<file path="src/design/hmd_pkg.sv">
package hmd_pkg;

  localparam int unsigned TABLE_DEPTH_DEF  = 256;
  localparam int unsigned MAX_CODE_LEN_DEF = 15;

  localparam int unsigned SYM_W  = 8;
  localparam int unsigned CODE_W = 15;
  localparam int unsigned LEN_W  = 4;
  localparam int unsigned TE_W   = 9;
  localparam int unsigned CNT_W  = 32;

  localparam logic OP_LOAD   = 1'b0;
  localparam logic OP_DECODE = 1'b1;

  localparam logic REG_TABLE_ENTRIES    = 1'b0;
  localparam logic REG_SYMBOLS_EXPECTED = 1'b1;

  localparam logic [1:0] ST_IDLE  = 2'd0;
  localparam logic [1:0] ST_RUN   = 2'd1;
  localparam logic [1:0] ST_FLUSH = 2'd2;

  typedef struct packed {
    logic              operation;
    logic [7:0]        entry_index;
    logic [SYM_W-1:0]  entry_symbol;
    logic [CODE_W-1:0] entry_code;
    logic [LEN_W-1:0]  entry_length;
    logic [7:0]        data_byte;
  } in_word_t;

  typedef struct packed {
    logic [SYM_W-1:0] symbol;
    logic             last;
    logic             finished;
    logic             code_error;
  } out_word_t;

  typedef struct packed {
    logic [SYM_W-1:0]  sym;
    logic [CODE_W-1:0] code;
    logic [LEN_W-1:0]  len;
  } entry_t;

endpackage

</file>
<file path="src/design/hmd_cell.sv">
module hmd_cell #(
  parameter int unsigned PW = hmd_pkg::MAX_CODE_LEN_DEF,
  parameter int unsigned LW = 4
) (
  input  logic                      clk,
  input  logic                      we,
  input  hmd_pkg::entry_t           wdata,
  input  logic                      enable,
  input  logic [PW-1:0]             prefix,
  input  logic [LW-1:0]             plen,
  input  logic                      hit_in,
  input  logic [hmd_pkg::SYM_W-1:0] sym_in,
  output logic                      hit_out,
  output logic [hmd_pkg::SYM_W-1:0] sym_out
);

  localparam int unsigned CW = (hmd_pkg::CODE_W > PW) ? hmd_pkg::CODE_W : PW;
  localparam int unsigned MW = (hmd_pkg::LEN_W > LW) ? hmd_pkg::LEN_W : LW;

  hmd_pkg::entry_t           entry_r;
  logic [hmd_pkg::CODE_W-1:0] masked;
  logic                      match;

  always_ff @(posedge clk) begin
    if (we) begin
      entry_r <= wdata;
    end
  end

  assign masked = entry_r.code & ~({hmd_pkg::CODE_W{1'b1}} << entry_r.len);
  assign match  = enable && (entry_r.len != '0)
                  && (MW'(entry_r.len) == MW'(plen))
                  && (CW'(masked) == CW'(prefix));

  assign hit_out = match | hit_in;
  assign sym_out = match ? entry_r.sym : sym_in;

endmodule
</file>
<file path="config.mk">
export PLATFORM = sky130hd
export DESIGN_NAME = hmd_cell
export DESIGN_NICKNAME = d
export VERILOG_FILES = /design/src/design/hmd_pkg.sv /design/src/design/hmd_cell.sv
export SDC_FILE = /design/constraint.sdc
export NUM_CORES = 1
export LEC_CHECK = 0
export BUFFER_PORTS_ARGS = -buffer_cell sky130_fd_sc_hd__buf_4
export CAP_MARGIN = 40
export CORE_ASPECT_RATIO = 0.8
export CORE_MARGIN = 1
export CORE_UTILIZATION = 49
export CTS_CLUSTER_DIAMETER = 200
export DETAILED_ROUTE_END_ITERATION = 12
export GPL_ROUTABILITY_DRIVEN = 0
export PLACE_DENSITY = 0.84
export SLEW_MARGIN = 20
export SYNTH_ARGS = -nofsm -noshare
export SYNTH_HDL_FRONTEND = slang
export SYNTH_SLANG_ARGS = --single-unit
export TNS_END_PERCENT = 1
</file>
<file path="constraint.sdc">
create_clock -name clk -period 7.4 [get_ports clk]
set_input_delay 1.48 -clock clk [delete_from_list [all_inputs] [get_ports clk]]
set_output_delay 1.48 -clock clk [all_outputs]
set_load 0.02 [all_outputs]
</file>
==> results of run 1 <==
report_power, final:
part           switching [mW]  leakage [nW]  internal, mW
logic                  0.0219         0.507        0.0369
clock network          0.0415        0.0177        0.0202
registers              0.0113         0.264         0.182
total                  0.0747         0.789         0.239
cell usage in the layout (no fill, tap or decap), drive strengths merged:
master / count
buf: 66
edfxtp: 27
xor2: 9
xnor2: 8
mux2: 8
a21oi: 4
nand4: 4
o21ai: 4
nor3: 4
nand2: 3
o211ai: 3
clkbuf: 3
nor2: 2
nand4b: 2
o31ai: 2
o311ai: 1
nor2b: 1
nand3: 1
and3: 1
o21a: 1
and2: 1
o41ai: 1
or4: 1
nand2b: 1
clkinv: 1
layout make-up:
type	instances	area, um^2	area share
Sequential cell	27	811	0.424
Clock inverter	1	5.00	0.00262
Clock buffer	3	22.5	0.0118
Multi-Input combinational cell	62	532	0.278
Timing Repair Buffer	66	495	0.259
Tap cell	36	45.0	0.0236
stage by stage:
step	power (mW)	hold slack (ns)	utilization	area, um^2	cells
floorplan	0.222	1.58	-	1390	94
global placement	0.253	1.66	0.735	1880	191
detailed placement	0.256	1.66	0.735	1880	191
CTS	0.316	1.32	0.746	1910	195
global route	0.329	1.30	0.746	1910	195
finish	0.314	1.33	0.746	1910	195
layer usage:
layer	vias up	routed length [um]	global-route usage
li1	489	-	-
met2	35	1490	0.328
met5	-	0	0
met4	0	106	0.0926
met3	10	139	0.0289
met1	466	1060	0.252
path summary, 6_finish.rpt:
path | start | endpoint | slack (ns) | cells past startpoint
worst min-delay path | wdata[1] | entry_r[1] | 1.33 | 1
worst max-delay path | prefix[11] | sym_out[0] | 2.40 | 8
cell families after synthesis:
kind of cell              synth area share
DFF                                  0.585
AOI/OAI and AO/OA                    0.100
and+or+nand+nor                     0.0894
muxes                               0.0866
xor gates and xnor gates             0.107
buffers and inverters               0.0316
==> out/qor.csv, run 1 <==
metric,value,unit
outcome,finished clean,
Slew Limit Headroom,0.599,
largest registers,entry_r x27,
vias per cell,5.13,
GRT Resource Usage Total,0.198,
WL final,2790,um
worst vdd ir,0.110,mV
worst path bufs/invs,2,
slowest cell on the critical path,or4_1,
fillcell total,183,
layout cells sized above 1,0.522,
Placement Setup Slack,2.40,ns
H-tree levels,1,
Area Overhead vs Synth,37.8,%
post-synth top area share,0.585,
"flops & latches, synth",27,
initial antenna violation count,0,
CP Launch Type,input port,
worst path required time,5.92,ns
Final setup viols,0,
Sink Count,27,
f_max,200,MHz
"EDFF count, synth",27,
setup bufs post-CTS,0,
number of global-route vias before repair,957,
drt pass-1 iters,4,
worst hold path class,input port to register,
DR DRC count,0,
synthesis warning total,0,
Core Region,2560,um^2
CP endpoint kind,output port,
Vias,1000,
pin count of the biggest net entering global routing,28,
number of placement rows,16,
fin worst setup slack,2.40,ns
overall die height,49.6,um
synthesized area,1390,um^2
Critical Path Fanout Max,9,
setup_tns,0,ns
max-cap violation count,0,
cells after synthesis,94,
Final ANT Viol Nets,0,
Die W,61.5,um
TritonCTS clock tree,done,
DR iter-0 viols,24,
Final Slew Violations,0,
Final period util,0.675,
Cell Pwr Density,164,nW/um^2
Ports,67,
CP max stage delay,0.78,ns
critical path class,input port to output port,
Fin. Hold Viols,0,
Post-CTS Resized,0,
Nets,218,
"Critical Path, Cell by Cell",buf_4 -> xnor2_1 -> nand4_1 -> a21oi_1 -> o211ai_1 -> or4_1 -> mux2_4 -> buf_4,
syn_area_per_cell,14.7,um^2
Clock Path Buffers,2,
most numerous cell in the Yosys netlist,edfxtp_1,
Lkg Pwr,0.789,nW
sequential share of the synthesized area,0.585,
Avg WL per Cell,14.3,um
hold buffers post-CTS,0,
most instantiated cells after synthesis,"edfxtp_1, xor2_1, mux2_4, xnor2_1",
Worst Path Arrival,3.52,ns
Initial Util,0.541,
gate family responsible for the most delay along the worst path,simple AND/OR/NAND/NOR gates,
Slew @ Worst Pin,0.602,ns
die area,3050,um^2
most area-consuming cells after synthesis,"edfxtp_1, mux2_4, xor2_1",
clock-pin slew on the worst setup and hold paths,0.14,ns
antenna fix cells,0,
post-synth top area cell,edfxtp_1,
# port buffers,66,
prevailing post-synth register cell,edfxtp_1,
Top reg by flops,entry_r,
grt total ovfl,0,
Synth async-reset ratio,0,
cell mode on critical path,buf_4,
post-synth cell types,26,
RSZ-0062 raised after global routing,no,
global-route wire length before repair,4310,um
min Tclk post-route,5.00,ns
Post-Syn Nets,152,
HPWL after detailed placement,2240,um
CTS Buf Count,3,
max reg flops,27,
root buf cell,clkbuf_4,
(Power assumes the default switching activity.)
==> run 2, diff against run 1 <==
- CORE_UTILIZATION: 49 -> 45
- PLACE_DENSITY: 0.84 -> 0.78
- clock period: 7.4 -> 5.1 ns (I/O delays scaled with it)
==> run 2 against run 1 <==
- hold slack got worse by 0.41 ns
- global-route usage decreased by 2.0 points
- sequential cell count unchanged
- critical path depth decreased by 1
- die area increased by 8.6%
- power increased by 55%
- largest power group unchanged
- largest cell class unchanged
- via count decreased by 1.0%
- non-clock buffer count unchanged
- sequential power increased by 45%
- combinational power increased by 46%
- clock power increased by 93%
==> out/qor.csv, run 2 (synthesized netlist as in run 1, its figures left out) <==
metric,value,unit,change
Min-Delay Endpoint,entry_r[4],,
Final setup viols,0,,unchanged
Worst Path Arrival,3.12,ns,-0.40 ns
CP endpoint kind,output port,,
Nets,218,,unchanged
hold buffers post-CTS,0,,unchanged
overall die height,51.6,um,+4.2%
number of global-route vias before repair,1007,,+5.2%
pin count of the biggest net entering global routing,28,,unchanged
GRT Resource Usage Total,0.178,,-0.0197
CP Launch Type,register,,
Hold Startpoint,wdata[4],,
hold_ws,0.919,ns,-0.408 ns
initial antenna violation count,0,,unchanged
root buf cell,clkbuf_8,,
Critical Path Fanout Max,14,,+5
"commonest cells after routing, fill and taps aside","buf_4, edfxtp_1, xor2_1",,
layout cells sized above 1,0.522,,unchanged
fin cells,197,,+1.0%
Ports,67,,unchanged
Slew Limit Headroom,0.600,,+0.000884
worst vdd ir,0.190,mV,+73%
global-route wire length before repair,4310,um,+0.16%
number of placement rows,17,,+1
f_max,242,MHz,
RSZ-0062 raised after global routing,no,,
grt total ovfl,0,,unchanged
Die W,64.1,um,+4.2%
critical path class,register to output port,,
antenna fix cells,0,,unchanged
Vias,990,,-1.0%
clock-pin slew on the worst setup and hold paths,0.09,ns,-0.05 ns
CTS Buf Count,3,,unchanged
Slew @ Worst Pin,0.601,ns,-0.00133 ns
DR DRC count,0,,unchanged
drt pass-1 iters,4,,unchanged
Final ANT Viol Nets,0,,unchanged
Sink Count,27,,unchanged
Fin. Hold Viols,0,,unchanged
Cell Pwr Density,251,nW/um^2,+53%
dpl cells,193,,+1.0%
DR iter-0 viols,64,,+170%
Initial Util,0.486,,-0.0546
largest registers,entry_r x27,,
max-cap violation count,0,,unchanged
Clock Path Buffers,2,,unchanged
worst hold path class,input port to register,,
Core Region,2850,um^2,+11%
max reg flops,27,,unchanged
H-tree levels,1,,unchanged
Lkg Pwr,0.797,nW,+0.98%
Final period util,0.811,,
min Tclk post-route,4.14,ns,
Post-CTS Resized,0,,unchanged
Top reg by flops,entry_r,,
final instance area,1930,um^2,+1.1%
Area Overhead vs Synth,39.3,%,
Final Slew Violations,0,,unchanged
worst path required time,4.08,ns,-1.84 ns
worst hold path depth,1,,unchanged
setup_tns,0,ns,unchanged
TritonCTS clock tree,done,,
WL final,2830,um,+1.4%
"most common cell after layout, fill and taps aside",buf_4,,
outcome,finished clean,,
# port buffers,66,,unchanged
"Cell Area, Placed",1890,um^2,+0.13%
Avg WL per Cell,14.4,um,+0.40%
die area,3310,um^2,+8.6%
setup bufs post-CTS,0,,unchanged
vias per cell,5.03,,-2.0%
[run 2: cell counts in the layout (fill, tap and decap cells not counted)]
No cell type changed its count.
[run 2: stage by stage]
| stage | util | power (mW) | setup slack (ns) |
|---|---|---|---|
| floorplan | - | 0.322 | 1.62 |
| global placement | 0.662 | 0.367 | 1.16 |
| detailed placement | 0.662 | 0.372 | 1.06 |
| CTS | 0.678 | 0.490 | 0.936 |
| global route | 0.678 | 0.506 | 0.814 |
| finish | 0.678 | 0.485 | 0.962 |
[run 2: routing by layer]
layer	GRT usage	routed length (um)	up-vias
li1	-	-	487
met1	0.195	1090	463
met5	0	0	-
met4	0.0909	48	0
met2	0.337	1570	36
met3	0.0285	123	4
[run 2: area by class of cell]
class	count	area [um^2]
Fill cell	214	918
Sequential cell	27	811
Multi-Input combinational cell	62	532
Timing Repair Buffer	66	495
Tap cell	38	47.5
Clock buffer	3	41.3
Clock inverter	1	5.00
[run 2: critical path, cell delays in order, from the launching register on]
cell and delay [ns]:
edfxtp_1 0.64, and3_1 0.29, o21ai_0 0.25, xor2_1 0.23, o211ai_1 0.11, or4_1 0.78, mux2_4 0.39, buf_4 0.16
[run 2: power by group]
part           total, mW  switching (mW)  internal [mW]
sequential         0.280          0.0164          0.264
clock              0.119          0.0642         0.0547
combinational     0.0859          0.0322         0.0536
[run 2: how the worst max path moves through the flow]
stage / from / endpoint / slack [ns] / cells past startpoint
global placement: plen[2] / sym_out[1] / 1.16 / 8
finish: entry_r[2] / sym_out[7] / 0.96 / 7
detailed placement: plen[0] / sym_out[7] / 1.06 / 8
floorplan: prefix[11] / sym_out[0] / 1.62 / 7
CTS: entry_r[2] / sym_out[7] / 0.94 / 7
global route: entry_r[2] / sym_out[7] / 0.81 / 7
==> run 3, diff against run 2 <==
- ABC_AREA: not set -> 1
- CORE_UTILIZATION: 45 -> 43
- PLACE_DENSITY: 0.78 -> 0.76
- clock period: 5.1 -> 3.42 ns (I/O delays scaled with it)
==> run 3 against run 2 <==
- sequential share of layout area down 5.0 points
- wire length up 19%
- count of clock-buffer cells in the layout unchanged
- sequential cell count unchanged
- non-clock buffer count unchanged
==> out/qor.csv, run 3 <==
metric,value,unit,change
HPWL after detailed placement,2700,um,
Slew Limit Headroom,0.664,,+0.0645
slowest cell on the critical path,edfxtp_1,,
Gate power share,0.206,,+0.029
GRT Resource Usage Total,0.184,,+0.00527
vias per cell,4.74,,-5.7%
Post-CTS Resized,0,,unchanged
Die W,70.2,um,+9.6%
Critical Path Fanout Max,13,,-1
Min-Delay Endpoint,entry_r[3],,
Cell Pwr Density,344,nW/um^2,+37%
root buf cell,clkbuf_8,,
setup_tns,0,ns,unchanged
fin worst setup slack,0.414,ns,-0.548 ns
Final Slew Violations,0,,unchanged
layout cells sized above 1,0.327,,-0.195
pin count of the biggest net entering global routing,28,,unchanged
max-cap violation count,0,,unchanged
worst vdd ir,0.329,mV,+73%
worst path required time,2.74,ns,-1.34 ns
Lkg Pwr,1.08,nW,+35%
Clock Path Buffers,2,,unchanged
sequential cell fraction of total power,0.543,,-0.035
Synth async-reset ratio,0,,unchanged
Nets,322,,+48%
Final setup viols,0,,unchanged
CP Launch Type,register,,
cells after synthesis,194,,+110%
Ports,67,,unchanged
min Tclk post-route,3.01,ns,
number of global-route vias before repair,1330,,+32%
Net Sw Frac,0.261,,+0.0286
most area-consuming cells after synthesis,"edfxtp_1, nand2_1, inv_1",,
cell mode on critical path,nand2_1,,
xor and xnor area share after synthesis,0,,-0.107
most numerous cell in the Yosys netlist,nand2_1,,
max reg flops,27,,unchanged
Compound-Gate Fraction of Synth Area,0.0547,,-0.0455
Avg WL per Cell,11.1,um,-23%
"flops & latches, synth",27,,unchanged
Hold Startpoint,wdata[3],,
grt total ovfl,0,,unchanged
DR DRC count,0,,unchanged
"most common cell after layout, fill and taps aside",nand2_1,,
CTS Buf Count,3,,unchanged
mux contribution to synthesized area,0,,-0.0866
Post-Syn Nets,252,,+66%
Final ANT Viol Nets,0,,unchanged
prevailing post-synth register cell,edfxtp_1,,
outcome,finished clean,,
antenna fix cells,0,,unchanged
global-route wire length before repair,5690,um,+32%
fillcell total,307,,+43%
TritonCTS clock tree,done,,
# port buffers,66,,unchanged
Top reg by flops,entry_r,,
synthesized area,1600,um^2,+16%
clock-pin slew on the worst setup and hold paths,0.10,ns,about the same
RSZ-0062 raised after global routing,no,,
Sink Count,27,,unchanged
Sw Pwr,0.197,mW,+75%
post-synth top area share,0.506,,-0.0786
worst path bufs/invs,2,,+1
critical path class,register to output port,,
WL final,3380,um,+19%
Placement Setup Slack,0.723,ns,-0.337 ns
largest family of logic cells by synthesized area,simple AND/OR/NAND/NOR gates,,
overall die height,56.6,um,+9.6%
CP endpoint kind,output port,,
most instantiated cells after synthesis,"nand2_1, inv_1, edfxtp_1",,
Fin. Hold Viols,0,,unchanged
Final period util,0.879,,
worst hold path class,input port to register,,
number of placement rows,19,,+2
Core Region,3490,um^2,+23%
die area,3970,um^2,+20%
post-synth cell types,17,,-35%
P_int,0.558,mW,+50%
initial antenna violation count,0,,unchanged
Worst Path Arrival,2.32,ns,-0.80 ns
gate family responsible for the most delay along the worst path,simple AND/OR/NAND/NOR gates,,
Slew @ Worst Pin,0.504,ns,-0.0967 ns
largest registers,entry_r x27,,
"Critical Path, Cell by Cell",inv_1 -> nand3_1 -> nand2_1 -> nand2_1 -> nand2_1 -> nor2_2 -> nand3_2 -> o21bai_1 -> nand2_1 -> buf_4,,
adder-cell share of the synthesized area,0,,unchanged
"commonest cells after routing, fill and taps aside","nand2_1, buf_4, inv_1",,
worst hold path depth,1,,unchanged
post-synth top area cell,edfxtp_1,,
sequential share of the synthesized area,0.506,,-0.0786
Clock power frac,0.251,,+0.006
Vias,1445,,+46%
H-tree levels,1,,unchanged
drt pass-1 iters,4,,unchanged
Initial Util,0.458,,-0.0281
"EDFF count, synth",27,,unchanged
DR iter-0 viols,56,,-13%
hold buffers post-CTS,0,,unchanged
syn_area_per_cell,8.26,um^2,-44%
synthesis warning total,0,,unchanged
Simple-Gate Fraction of Synth Area,0.359,,+0.269
Area Overhead vs Synth,36.9,%,
setup bufs post-CTS,0,,unchanged
CP max stage delay,0.67,ns,-0.11 ns
f_max,333,MHz,
[run 3: final cells by class]
class,instances,area (um^2),share of cell area
flip-flops and latches,27,811,0.370
multi-input cells,135,662,0.302
repair buffers,66,495,0.226
clock buffers,3,41.3,0.0188
well taps,42,52.6,0.0240
inverters,31,121,0.0554
clock inverters,1,8.76,0.00400
[run 3: power by group through the flow]
stage / logic, mW / registers, mW / clock network [mW]
4_1_cts: 0.157 / 0.410 / 0.196
3_3_place_gp: 0.153 / 0.417 / 0
3_5_place_dp: 0.157 / 0.418 / 0
2_1_floorplan: 0.0815 / 0.411 / 0
5_1_grt: 0.175 / 0.413 / 0.212
6_report: 0.155 / 0.410 / 0.189
[run 3: kinds of logic after synthesis]
kind of cell / Yosys count
AND/OR/NAND/NOR: 123
flip-flops: 27
AO/OA/AOI/OAI: 12
buffers and inverters: 32
[run 3: how the worst max path moves through the flow]
stage,depth (start not counted),from,endpoint
floorplan,9,plen[1],hit_out
global placement,10,entry_r[3],sym_out[6]
detailed placement,10,entry_r[3],sym_out[0]
CTS,10,entry_r[3],sym_out[0]
global route,11,entry_r[3],sym_out[1]
finish,10,entry_r[3],sym_out[0]
[run 3: per-layer routing]
metal / track usage / vias to the layer above / part of all wire
li1: - / 761 / -
met1: 0.246 / 638 / 0.47
met2: 0.305 / 44 / 0.47
met3: 0.0341 / 2 / 0.048
met4: 0.0514 / 0 / 0.010
met5: 0 / - / 0
[run 3: per-stage QoR]
| stage | hold WS [ns] | instance area, um^2 | total power, mW | utilization | cells |
|---|---|---|---|---|---|
| 3_3_place_gp | 0.862 | 2140 | 0.570 | 0.613 | 301 |
| 4_1_cts | 0.571 | 2190 | 0.764 | 0.627 | 305 |
| 5_1_grt | 0.555 | 2190 | 0.801 | 0.627 | 305 |
| 6_report | 0.578 | 2190 | 0.755 | 0.627 | 305 |
| 2_1_floorplan | 0.783 | 1600 | 0.492 | - | 194 |
| 3_5_place_dp | 0.863 | 2140 | 0.575 | 0.613 | 301 |
